--- config.mk ---
export PLATFORM = sky130hd
export DESIGN_NAME = lru_key_value_cache_core
export DESIGN_NICKNAME = d
export VERILOG_FILES = /design/src/lkvc_pkg.sv /design/src/lru_key_value_cache_core.sv /design/src/lkvc_table.sv
export VERILOG_INCLUDE_DIRS = /design/src /design/src/src
export SDC_FILE = /design/constraint.sdc
export NUM_CORES = 1
export LEC_CHECK = 0
export ABC_AREA = 1
export BUFFER_PORTS_ARGS = -buffer_cell sky130_fd_sc_hd__buf_2
export CORE_MARGIN = 2
export CORE_UTILIZATION = 45
export DETAILED_ROUTE_END_ITERATION = 10
export PLACE_DENSITY_LB_ADDON = 0.08
export SLEW_MARGIN = 20
export SYNTH_ARGS = -nofsm -noshare
export SYNTH_HDL_FRONTEND = slang
export SYNTH_SLANG_ARGS = --single-unit
--- constraint.sdc ---
create_clock -name clk -period 5.7 [get_ports clk]
set_input_delay 0.57 -clock clk [delete_from_list [all_inputs] [get_ports clk]]
set_output_delay 0.57 -clock clk [all_outputs]
set_load 0.005 [all_outputs]
--- src/lru_key_value_cache_core_assert.svh ---
// assertion macros shared by the cache rtl
`ifndef LRU_KEY_VALUE_CACHE_CORE_ASSERT_SVH
`define LRU_KEY_VALUE_CACHE_CORE_ASSERT_SVH

// expression holds at every clock edge out of reset
`define LKVC_ASSERT_ALWAYS(name, expr, msg) \
  name: assert property (@(posedge clk) disable iff (rst) (expr)) else $error(msg);

// expression holds in the cycle after the trigger
`define LKVC_ASSERT_NEXT(name, trig, expr, msg) \
  name: assert property (@(posedge clk) disable iff (rst) (trig) |=> (expr)) else $error(msg);

`endif

--- src/lkvc_pkg.sv ---
// shared types and constants for the lru key-value cache
package lkvc_pkg;

  localparam int FIELD_BITS = 16;
  localparam int LIMIT_BITS = 5;
  localparam logic [LIMIT_BITS-1:0] LIMIT_RESET = 5'd16;

  localparam logic CMD_GET = 1'b0;
  localparam logic CMD_PUT = 1'b1;

  typedef struct packed {
    logic                  fire;
    logic                  put;
    logic [FIELD_BITS-1:0] key;
    logic [FIELD_BITS-1:0] value;
  } req_t;

  typedef struct packed {
    logic                  hit;
    logic [FIELD_BITS-1:0] read_value;
    logic                  evicted;
    logic [FIELD_BITS-1:0] evicted_key;
  } res_t;

endpackage

--- src/lru_key_value_cache_core.sv ---
// lru key-value cache top level: stream handshake, input and result registers
//
//  channel | group               | contents
//  --------+---------------------+--------------------------------------------
//  in      | s_tvalid/tready     | tuser: command; tdata: key, value
//  out     | m_tvalid/tready     | tuser: hit, evicted; tdata: read_value, evicted_key
//  config  | cfg_we, cfg_wdata   | active_entries
//
//  one item per cycle unless m_tready stalls; items pass input, then result register
//  lookup, rank update and replacement all happen as the item leaves the input register
//  reset clears valid marks, ranks and count at once; no clearing pass
//  a stalled result holds its register and a full input register; the input side
//  stays ready while the input register is empty or the result register can drain
module lru_key_value_cache_core #(
  parameter int MAX_ENTRIES = 16,
  parameter int KEY_BITS    = 16,
  parameter int VALUE_BITS  = 16
) (
  input  logic                            clk,
  input  logic                            rst,
  input  logic                            s_tvalid,
  output logic                            s_tready,
  input  logic [31:0]                     s_tdata,   // key, value
  input  logic                            s_tuser,   // command
  output logic                            m_tvalid,
  input  logic                            m_tready,
  output logic [31:0]                     m_tdata,   // read_value, evicted_key
  output logic [1:0]                      m_tuser,   // hit, evicted
  input  logic                            cfg_we,
  input  logic [lkvc_pkg::LIMIT_BITS-1:0] cfg_wdata
);
  import lkvc_pkg::*;

  `include "lru_key_value_cache_core_assert.svh"

  logic                  in_v;
  logic                  in_put;
  logic [FIELD_BITS-1:0] in_key;
  logic [FIELD_BITS-1:0] in_value;
  logic                  out_v;
  res_t                  out_res;
  logic [LIMIT_BITS-1:0] active_entries;
  logic                  advance;
  req_t                  req;
  res_t                  res;

  assign advance  = !out_v || m_tready;
  assign s_tready = !in_v || advance;

  always_comb begin
    req.fire  = in_v && advance;
    req.put   = (in_put == CMD_PUT);
    req.key   = in_key;
    req.value = in_value;
  end

  lkvc_table #(
    .MAX_ENTRIES(MAX_ENTRIES),
    .KEY_BITS   (KEY_BITS),
    .VALUE_BITS (VALUE_BITS)
  ) u_table (
    .clk  (clk),
    .rst  (rst),
    .limit(active_entries),
    .req  (req),
    .res  (res)
  );

  always_ff @(posedge clk) begin
    if (rst) begin
      in_v           <= 1'b0;
      out_v          <= 1'b0;
      active_entries <= LIMIT_RESET;
    end else begin
      if (s_tready) begin
        in_v <= s_tvalid;
      end
      if (advance) begin
        out_v <= in_v;
      end
      if (cfg_we) begin
        active_entries <= cfg_wdata;
      end
    end
  end

  always_ff @(posedge clk) begin
    if (s_tvalid && s_tready) begin
      in_put   <= s_tuser;
      in_key   <= s_tdata[15:0];
      in_value <= s_tdata[31:16];
    end
    if (req.fire) begin
      out_res <= res;
    end
  end

  assign m_tvalid = out_v;
  assign m_tdata  = {out_res.evicted_key, out_res.read_value};
  assign m_tuser  = {out_res.evicted, out_res.hit};

  `LKVC_ASSERT_NEXT(a_item_reaches_result, in_v && advance, out_v, "item lost")
  `LKVC_ASSERT_ALWAYS(a_no_evict_on_hit, !(m_tvalid && m_tuser[1] && m_tuser[0]), "evict on hit")
  `LKVC_ASSERT_NEXT(a_ready_after_drain, out_v && m_tready && !in_v, s_tready, "input stuck")

endmodule

--- src/lkvc_table.sv ---
// entry table with parallel key match, recency ranks and replacement
module lkvc_table #(
  parameter int MAX_ENTRIES = 16,
  parameter int KEY_BITS    = 16,
  parameter int VALUE_BITS  = 16
) (
  input  logic                            clk,
  input  logic                            rst,
  input  logic [lkvc_pkg::LIMIT_BITS-1:0] limit,
  input  lkvc_pkg::req_t                  req,
  output lkvc_pkg::res_t                  res
);
  import lkvc_pkg::*;

  `include "lru_key_value_cache_core_assert.svh"

  localparam int RW = (MAX_ENTRIES > 1) ? $clog2(MAX_ENTRIES) : 1;
  localparam int CW = $clog2(MAX_ENTRIES + 1);
  localparam int LW = ((CW > LIMIT_BITS) ? CW : LIMIT_BITS) + 1;

  logic [KEY_BITS-1:0]    entry_key   [MAX_ENTRIES];
  logic [VALUE_BITS-1:0]  entry_value [MAX_ENTRIES];
  logic [MAX_ENTRIES-1:0] entry_valid;
  logic [RW-1:0]          entry_rank  [MAX_ENTRIES];
  logic [CW-1:0]          count;

  logic [KEY_BITS-1:0]    key_in;
  logic [VALUE_BITS-1:0]  value_in;
  logic [MAX_ENTRIES-1:0] match;
  logic [MAX_ENTRIES-1:0] lru_oh;
  logic [MAX_ENTRIES-1:0] free_oh;
  logic [MAX_ENTRIES-1:0] slot_oh;
  logic [RW-1:0]          last_rank;
  logic [RW-1:0]          found_rank;
  logic [VALUE_BITS-1:0]  found_value;
  logic [KEY_BITS-1:0]    lru_key;
  logic [LW-1:0]          lim_req;
  logic [LW-1:0]          lim_max;
  logic [LW-1:0]          lim_eff;
  logic                   hit;
  logic                   full;
  logic                   evict;
  logic                   insert;

  assign key_in    = KEY_BITS'(req.key);
  assign value_in  = VALUE_BITS'(req.value);
  // ranks of valid entries are always 0 .. count-1, so the lru entry has rank count-1
  assign last_rank = RW'(count - CW'(1));

  always_comb begin
    for (int i = 0; i < MAX_ENTRIES; i++) begin
      match[i]  = entry_valid[i] && (entry_key[i] == key_in);
      lru_oh[i] = entry_valid[i] && (entry_rank[i] == last_rank);
    end
  end

  // lowest free entry
  assign free_oh = ~entry_valid & (entry_valid + MAX_ENTRIES'(1));

  always_comb begin
    found_value = '0;
    found_rank  = '0;
    lru_key     = '0;
    for (int i = 0; i < MAX_ENTRIES; i++) begin
      if (match[i]) begin
        found_value = found_value | entry_value[i];
        found_rank  = found_rank | entry_rank[i];
      end
      if (lru_oh[i]) begin
        lru_key = lru_key | entry_key[i];
      end
    end
  end

  assign lim_req = LW'(limit);
  assign lim_max = LW'(MAX_ENTRIES);

  always_comb begin
    priority if (lim_req == '0) begin
      lim_eff = LW'(1);
    end else if (lim_req > lim_max) begin
      lim_eff = lim_max;
    end else begin
      lim_eff = lim_req;
    end
  end

  assign full    = LW'(count) >= lim_eff;
  assign hit     = |match;
  assign evict   = req.put && !hit && full && (count != '0);
  assign slot_oh = evict ? lru_oh : free_oh;
  assign insert  = req.put && !hit && (|slot_oh);

  always_comb begin
    res.hit         = hit;
    res.read_value  = (!req.put && hit) ? FIELD_BITS'(found_value) : '0;
    res.evicted     = evict;
    res.evicted_key = evict ? FIELD_BITS'(lru_key) : '0;
  end

  always_ff @(posedge clk) begin
    if (rst) begin
      entry_valid <= '0;
      count       <= '0;
      for (int i = 0; i < MAX_ENTRIES; i++) begin
        entry_rank[i] <= '0;
      end
    end else if (req.fire) begin
      if (hit) begin
        for (int i = 0; i < MAX_ENTRIES; i++) begin
          if (match[i]) begin
            entry_rank[i] <= '0;
          end else if (entry_valid[i] && (entry_rank[i] < found_rank)) begin
            entry_rank[i] <= entry_rank[i] + RW'(1);
          end
        end
      end else if (insert) begin
        for (int i = 0; i < MAX_ENTRIES; i++) begin
          if (slot_oh[i]) begin
            entry_rank[i]  <= '0;
            entry_valid[i] <= 1'b1;
          end else if (entry_valid[i]) begin
            entry_rank[i] <= entry_rank[i] + RW'(1);
          end
        end
        if (!evict) begin
          count <= count + CW'(1);
        end
      end
    end
  end

  always_ff @(posedge clk) begin
    if (req.fire) begin
      for (int i = 0; i < MAX_ENTRIES; i++) begin
        if ((hit && req.put && match[i]) || (insert && slot_oh[i])) begin
          entry_value[i] <= value_in;
        end
        if (insert && slot_oh[i]) begin
          entry_key[i] <= key_in;
        end
      end
    end
  end

  `LKVC_ASSERT_ALWAYS(a_count_tracks_valid, $countones(entry_valid) == count, "count out of step")
  `LKVC_ASSERT_ALWAYS(a_key_unique, $onehot0(match), "key stored twice")
  `LKVC_ASSERT_ALWAYS(a_lru_single, (count == '0) ? (lru_oh == '0) : $onehot(lru_oh), "ranks broken")

endmodule

After elaboration in Yosys (flattened, before gate mapping) --
Memories as Yosys holds them, arrays and structs flattened. Index checks and enable logic that the tools add are counted. W data, S select, Z words.
Storage, ports and cells: register bits after elaboration 95, output and inout port bits 36, bits in writable memories 576, bits of input ports 43, memories 3, word-level logic and storage cells 940
Memory list:
- u_table.entry_key | words 16, bits a word 16, read ports 16, clocked after Yosys merged registers in 0, write ports 16, RTL line lkvc_table.sv:21 | logic [KEY_BITS-1:0] entry_key [MAX_ENTRIES];
- u_table.entry_value | words 16, bits a word 16, read ports 16, clocked after Yosys merged registers in 0, write ports 16, RTL line lkvc_table.sv:22 | logic [VALUE_BITS-1:0] entry_value [MAX_ENTRIES];
- u_table.entry_rank | words 16, bits a word 4, read ports 16, clocked after Yosys merged registers in 0, write ports 16, RTL line lkvc_table.sv:24 | logic [RW-1:0] entry_rank [MAX_ENTRIES];
Operators by class: mux-type cells 597, equal/unequal tests 32, order comparisons 18, add/sub/neg operators 19, reduce and logical (&&, ||, !) cells 131, bitwise gates (word level) 113
Operators with widths (count):
- $mux W16 | 33
- $mux W1 | 482
- $or A16 B16 Y16 | 30
- $mux W4 | 80
- $eq A16 B16 Y1 | 16
- $logic_and A1 B1 Y1 | 88
- $reduce_and A4 Y1 | 17
- $add A4 B1 Y4 const B | 16
- $eq A4 B4 Y1 | 16
- $lt A4 B4 Y1 | 16
- $or A1 B1 Y1 | 64
- $or A4 B4 Y4 | 15
- $reduce_or A16 Y1 | 2
- $logic_or A1 B1 Y1 | 18
- $add A16 B1 Y16 const B | 1
- $and A16 B16 Y16 | 1
- $not A16 Y16 | 1
- $ge A5 B6 Y1 | 1
- $logic_not A6 Y1 | 1
- $mux W6 | 1
- $add A5 B1 Y5 const B | 1
- $gt A5 B5 Y1 const B | 1
- $mux W5 | 1
- $reduce_bool A5 Y1 | 1
- other kinds (3) | 7

Depth between registers and ports, before layout --
Gate-level depths: netlist of run 1. An unclocked memory read counts as a cell.
word-level depth 45, mapped depth 28, depth with buffers taken out 25

Modules after synthesis --
Synthesis of run 1 repeated with hierarchy kept, for this count alone.
Second synthesis, totals: cell total of the unflattened synthesis 3147, area, all modules 32523.7 um^2
By module, submodules not included:
- lkvc_table | sequential area each 17717.0 um^2, cells an instance 3046, instances 1, area an instance 30250.3 um^2
- lru_key_value_cache_core | sequential area each 2152.1 um^2, cells an instance 101, instances 1, area an instance 2273.4 um^2

Worst setup path after synthesis of run 1 --
OpenSTA, ideal clock, no wires.
kind flip-flop to flip-flop, start point reg u_table.count[0], end point mem u_table.entry_value[11][0] (netlist: u_table.entry_value[1][48]) (enable), buffers on the path 4, cell stages (with the launch flop) 18, data arrival time 3.803 ns, clock period less this slack 4.215 ns, data required time 5.289 ns, path slack 1.485 ns, library setup time 0.411 ns, path through dfxtp_1 > inv_2 > clkbuf_1 > buf_2 > ha_1 > xor2_2 > buf_2 > xor2_1 > a2111oi_0 > nand2_1 > o22ai_2 > nor2_1 > nand3_2 > nand2_2 > nor2_4 > buf_4 > nand2_1 > o21ai_0
RTL lines:
- start, declared | RTL line lkvc_table.sv:25 | logic [CW-1:0] count;
- start signal, assigned | RTL line lkvc_table.sv:127 | count <= count + CW'(1);
- end, declared | RTL line lkvc_table.sv:22

==> results.py, run 1 <==
metrics = {
    "pwr": {
        "p_leak_nw": 13.9,
        "ir_drop_mv": 0.345,
        "power.internal_mw": 8.34,
        "power.density_nw_per_um2": 297,
        "switching_share_pct": 23.8,
        "total_switching_power_mw": 2.60,
        "combPwrFrac_pct": 4.9,
        "p_seq_share_pct": 50.7,
        "power_frac_clock_pct": 44.4,
    },
    "clock_network": {
        "cts_made_buffers": 74,
        "root_buffer": "clkbuf_16",
        "hold_buffers": 0,
        "cts_buffer_depth": 3,
        "clkTransAtPathRegs_ns": 0.06,
        "cts_tree": "done",
        "cts_htree_levels": 3,
        "cts_sinks": 671,
        "ctsResizeCount": 0,
        "cts_setup_buffers": 0,
        "clock_latency_ns": 0.67,
    },
    "yosys": {
        "ys_ff_latch": 671,
        "syn_area_um2": 32300,
        "synthFlopType": "edfxtp_1",
        "ys_types": 49,
        "synth_top_area_share_pct": 59.8,
        "yosysTopAreaCell": "edfxtp_1",
        "yosysSeqAreaShare_pct": 61.5,
        "synth-edff-count": 643,
        "synthCells": 3034,
        "postSynthAreaPerCell_um2": 10.6,
        "synth_area_leaders": "edfxtp_1, nand2_1, inv_1",
        "ys_async_sr_fraction_pct": 0,
        "synth_warnings": 0,
        "synth_nets": 3148,
    },
    "global_routing": {
        "grt_start_max_net_pins": 34,
        "grt_pass1_vias": 24600,
        "grt_pass1_wl_um": 186000,
        "antenna_found_initial": 7,
        "gr-total-overflow": 0,
        "grt_use_total_pct": 35.8,
    },
    "job": {
        "max_cap_viol_count": 0,
    },
    "timing": {
        "max-slew-margin-rel_pct": 25.3,
        "hold_viol": 0,
        "rsz0062_at_grt": "no",
        "tightest_slew_ns": 1.12,
        "clock_skew_ns": 0.0409,
        "final.period_utilization_pct": 93.1,
        "tns_ns": 0,
        "slew_violations": 0,
        "setup_violations": 0,
        "max_freq_ghz": 0.189,
        "fin_crit_ns": 5.30,
    },
    "worst_setup_path": {
        "crit_buf_inv": 3,
        "path_max_fanout": 23,
        "critPathKind": "reg -> reg",
        "critical-path-slowest-cell": "and2_1",
        "critical_path.top_delay_family": "simple AND/OR/NAND/NOR gates",
        "crit_arrival_ns": 5.63,
        "endpoint_kind": "flip-flop",
        "critPathLaunchType": "flip-flop",
        "cp_slowest_stage_delay_ns": 0.89,
        "critPathRequiredTime_ns": 6.02,
        "path_cells": "inv_1 -> buf_4 -> nand2_1 -> o21ai_1 -> nor2_1 -> nand2_1 -> nor2_1 -> nand3_2 -> buf_4 -> o22ai_1 -> nor4_1 -> and2_1 -> ha_1 -> a2111oi_0 -> nand4_1 -> nand2_1 -> nor2_1 -> nand3_1",
    },
    "placement": {
        "place.gp.congestion": 1.02,
        "portBuffers": 78,
        "hpwl_um": 92400,
    },
    "worst_hold_path": {
        "hp-class": "in -> reg",
    },
    "final_layout": {
        "final_core_util_pct": 51.7,
        "layout_commonest_cell": "edfxtp_1",
        "nets": 3306,
        "drive_gt1_share_pct": 11.3,
        "area_growth_pct": 14.0,
        "final_cell_mix": "edfxtp_1, nand2_1, inv_1",
    },
    "floorplanning": {
        "rows": 98,
        "dieArea_um2": 73900,
        "core_area_um2": 71200,
        "start_util_pct": 45.3,
        "die_w_um": 272,
        "io-pin-count": 79,
        "die_y_um": 272,
    },
    "drt": {
        "dr.pass1.iters": 8,
        "via_per_inst": 6.16,
        "top_layer": "met5",
        "drt-met1-wl_um": 54800,
        "via_count": 25900,
        "drtIter0Drc": 3762,
        "wl_met2_um": 57500,
        "finalWirelength_um": 133000,
        "wl_met3_um": 16000,
        "ant_nets": 0,
        "wl_per_cell_um": 31.7,
        "drc": 0,
    },
    "status": {
        "status": "finished clean",
    },
}
[registers in the layout, summed over array words and instances (netlist names)]
name                 cells
in_key                  16
u_table.count            5
m_tvalid                 1
u_table.entry_key      256
u_table.entry_value    256
in_v                     1
m_tdata                 32
in_put                   1
m_tuser                  2
active_entries           5
in_value                16
u_table.entry_rank      64
u_table.entry_valid     16
[cells in the mapped netlist (13+ instances only)]
master / instances
dfxtp_1: 28
o21ai_0: 187
o21a_1: 27
o22ai_1: 83
nand4_1: 38
buf_2: 28
a2111oi_0: 15
and2_1: 14
xnor2_1: 19
o21ai_1: 21
o211ai_1: 34
xor2_1: 90
nand3_2: 13
clkinv_1: 17
edfxtp_1: 643
inv_1: 343
nor4_1: 43
a22o_1: 63
a21oi_1: 27
ha_1: 71
clkbuf_1: 52
a221oi_1: 81
buf_4: 17
nor2_1: 294
inv_2: 28
nor3_1: 14
nand3_1: 47
nand2_1: 619
a31oi_1: 21
[final timing paths]
kind                   start                        end  slack [ns]  depth (start not counted)
setup / recovery   in_key[4]  u_table.entry_rank[0][41]        0.40                         18
hold / removal    s_tdata[3]                  in_key[3]        0.09                          1
setup reg to reg   in_key[4]  u_table.entry_rank[0][41]        0.40                         18
hold reg to reg     m_tvalid                   m_tvalid        0.51                          2
[logic make-up (layout without fill, tap and decap cells)]
kind of cell	Yosys count	in the layout	share of synthesized area, %
other cells	0	3	0
buf+inv	493	709	6.15
xor+xnor	111	111	3.06
simple gates	1107	1107	14.5
fa+ha+maj	71	71	2.75
compound gates	581	581	12.0
flops	671	671	61.5
[power groups by stage]
stage	sequential (mW)	clock, mW	combinational, mW
6_report	5.54	4.86	0.537
5_1_grt	5.55	5.12	0.569
2_1_floorplan	5.62	0	0.286
3_5_place_dp	5.65	0	0.520
3_3_place_gp	5.64	0	0.514
4_1_cts	5.54	4.91	0.521
[per-layer routing]
| layer | up-vias | GRT usage (%) |
|---|---|---|
| met2 | 1798 | 52.7 |
| met3 | 284 | 8.65 |
| met4 | 2 | 12.7 |
| met1 | 12800 | 51.7 |
| met5 | - | 0 |
| li1 | 11000 | - |
[area by class of cell]
type / instances / area (um^2)
Fill cell: 6356 / 34400
Multi-Input combinational cell: 1870 / 10600
Timing Repair Buffer: 187 / 1230
Antenna cell: 3 / 7.51
Sequential cell: 671 / 19900
Clock inverter: 37 / 453
Inverter: 388 / 1460
Clock buffer: 97 / 2020
Tap cell: 950 / 1190
[per-stage QoR]
step	total power [mW]	worst slack (ns)	hold slack [ns]	std cells	cell area, um^2
after floorplan	5.91	1.49	0.477	3034	32300
after global placement	6.16	0.439	0.489	4066	34200
after detailed placement	6.17	0.573	0.495	4066	34300
after CTS	11.0	0.533	0.0592	4200	36800
after global routing	11.2	0.200	0.0760	4200	36800
final	10.9	0.396	0.0889	4203	36800
(Power assumes the default switching activity.)
==> inputs of run 2 (changes only) <==
--- a/config.mk
+++ b/config.mk
@@ -6,7 +6,7 @@
 export SDC_FILE = /design/constraint.sdc
 export NUM_CORES = 1
 export LEC_CHECK = 0
-export ABC_AREA = 1
+export ABC_AREA = 0
 export BUFFER_PORTS_ARGS = -buffer_cell sky130_fd_sc_hd__buf_2
 export CORE_MARGIN = 2
 export CORE_UTILIZATION = 45
@@ -16,3 +16,4 @@
 export SYNTH_ARGS = -nofsm -noshare
 export SYNTH_HDL_FRONTEND = slang
 export SYNTH_SLANG_ARGS = --single-unit
+export TNS_END_PERCENT = 30
==> run 2 against run 1 <==
Effect of this change: global-route usage shrank 2.1 points; worst hold slack lost 0.0027 ns; register-to-register slack gained 0.17 ns; highest routed layer unchanged; non-clock buffer count grew 23; fmax grew 3.4%; wire length shrank 9.2%.
==> results.py, run 2 <==
metrics = {
    "drt": {
        "ant_nets": 0,
        "finalWirelength_um": 121000,
        "via_per_inst": 6.52,
        "via_count": 22000,
        "dr.pass1.iters": 7,
        "wl_per_cell_um": 35.7,
        "drtIter0Drc": 3010,
        "drc": 0,
    },
    "worst_setup_path": {
        "endpoint_kind": "flip-flop",
        "critPathRequiredTime_ns": 6.02,
        "critPathLaunchType": "flip-flop",
        "crit_arrival_ns": 5.45,
        "critPathKind": "reg -> reg",
        "path_max_fanout": 21,
    },
    "timing": {
        "hold_ws_ns": 0.0862,
        "rsz0062_at_grt": "no",
        "setup_violations": 0,
        "clock_skew_ns": 0.0427,
        "slew_violations": 0,
        "hold_viol": 0,
        "fin_crit_ns": 5.13,
        "max_freq_ghz": 0.195,
        "max-slew-margin-rel_pct": 24.2,
        "tightest_slew_ns": 1.13,
        "tns_ns": 0,
        "final.period_utilization_pct": 90.0,
    },
    "pwr": {
        "ir_drop_mv": 0.270,
        "p_leak_nw": 11.8,
        "power.density_nw_per_um2": 303,
        "power.total_mw": 10.8,
    },
    "clock_network": {
        "cts_buffer_depth": 3,
        "ctsResizeCount": 0,
        "cts_sinks": 671,
        "hold_buffers": 0,
        "root_buffer": "clkbuf_16",
        "clock_latency_ns": 0.66,
        "cts_tree": "done",
        "cts_htree_levels": 3,
        "clkTransAtPathRegs_ns": 0.07,
        "cts_made_buffers": 74,
        "cts_setup_buffers": 0,
    },
    "placement": {
        "hpwl_um": 79300,
        "place.gp.congestion": 1.00,
        "portBuffers": 78,
        "dpl-instance-area_um2": 33400,
    },
    "yosys": {
        "synth_area_leaders": "edfxtp_1, xnor2_1, a221oi_1",
        "yosysSeqAreaShare_pct": 63.3,
        "synthFlopType": "edfxtp_1",
        "yosysTopAreaCell": "edfxtp_1",
        "synth_nets": 2345,
        "synth.most_common_cell": "edfxtp_1",
        "synth-edff-count": 643,
        "ys_types": 61,
        "postSynthAreaPerCell_um2": 14.1,
        "synthCells": 2231,
        "syn_area_um2": 31400,
        "ys_async_sr_fraction_pct": 0,
        "synth_common_cells": "edfxtp_1, xnor2_1, a221oi_1, a22o_1, nand3_1",
        "ys_ff_latch": 671,
        "synth_warnings": 0,
        "synth_top_area_share_pct": 61.5,
    },
    "global_routing": {
        "antenna_found_initial": 5,
        "grt_start_max_net_pins": 52,
        "grt_pass1_vias": 21300,
        "grt_use_total_pct": 33.7,
        "gr-total-overflow": 0,
        "grt_pass1_wl_um": 167000,
    },
    "final_layout": {
        "diodes": 0,
        "final_core_util_pct": 52.0,
        "layout_commonest_cell": "edfxtp_1",
        "final_cell_mix": "edfxtp_1, xnor2_1, buf_4",
        "nets": 2505,
        "multi_input_area_um2": 10800,
        "drive_gt1_share_pct": 14.1,
        "fillers": 5797,
        "area_growth_pct": 14.1,
        "largestRegisters": "u_table.entry_key x256, u_table.entry_value x256, u_table.entry_rank x64",
        "seqCellArea_um2": 19900,
        "fin_area_um2": 35800,
    },
    "floorplanning": {
        "rows": 96,
        "io-pin-count": 79,
        "start_util_pct": 45.6,
        "core_area_um2": 68800,
        "die_w_um": 268,
        "die_y_um": 268,
        "dieArea_um2": 71900,
    },
    "job": {
        "max_cap_viol_count": 0,
    },
    "status": {
        "status": "finished clean",
    },
    "worst_hold_path": {
        "hp-class": "in -> reg",
    },
}
==> run 2: changes by cell type in the layout (fill, tap and decap cells not counted), sizes merged, moves of 37 or more <==
cell	previous run	this run
xnor2	19	282
nor2	296	81
a22oi	0	56
nand2	622	64
a221oi	81	118
o22ai	84	0
and3	0	38
o21ai	208	21
inv	371	50
a22o	63	118
==> run 2: cell type report <==
type | count | area share, %
clock buffers | 91 | 5.35
multi-input cells | 1387 | 30.1
well taps | 931 | 3.25
repair buffers | 210 | 3.98
inverters | 47 | 0.492
clock inverters | 43 | 1.37
flip-flops and latches | 671 | 55.5
==> run 2: worst paths after layout <==
check | end | startpoint | slack (ns) | cells after the start
max | u_table.entry_rank[0][61] | in_key[3] | 0.57 | 16
min | in_key[8] | s_tdata[8] | 0.09 | 1
max reg2reg | u_table.entry_rank[0][61] | in_key[3] | 0.57 | 16
min reg2reg | u_table.entry_key[1][22] | in_key[6] | 0.51 | 0
==> run 2: critical path: stages (launching register included) <==
cell and delay (ns):
edfxtp_1 0.79, buf_4 0.28, xnor2_1 0.13, nand4_1 0.32, nor4_1 0.44, and2_1 0.24
buf_4 0.41, a22o_1 0.20, a221oi_1 0.05, nand3_1 0.10, nor2_1 0.19, buf_4 0.27
ha_1 0.19, a2111o_1 0.39, a2111oi_0 0.37, a21oi_1 0.18, nand3_1 0.22
==> run 2: report_power, final <==
group / internal, mW / switching (mW)
Clock: 2.71 / 2.09
Combinational: 0.181 / 0.309
Sequential: 5.46 / 0.101
==> run 2: logic make-up after synthesis <==
| logic type | synth area share (%) |
|---|---|
| xor+xnor | 10.6 |
| flops | 63.3 |
| compound gates | 13.0 |
| fa+ha+maj | 2.83 |
| mux | 0.127 |
| simple gates | 7.68 |
| buf+inv | 2.51 |
==> run 2: routing by layer <==
metal	up-vias	global-route usage, %	routed length, um
met2	1318	51.3	53900
met5	-	0	14
met4	2	13.5	5120
met1	11300	48.0	50600
met3	263	5.90	11200
li1	9150	-	-
==> run 2: through the flow <==
stage,worst slack [ns],cells
6_report,0.568,3380
4_1_cts,0.652,3380
2_1_floorplan,1.28,2231
3_5_place_dp,0.681,3246
5_1_grt,0.291,3380
3_3_place_gp,0.326,3245
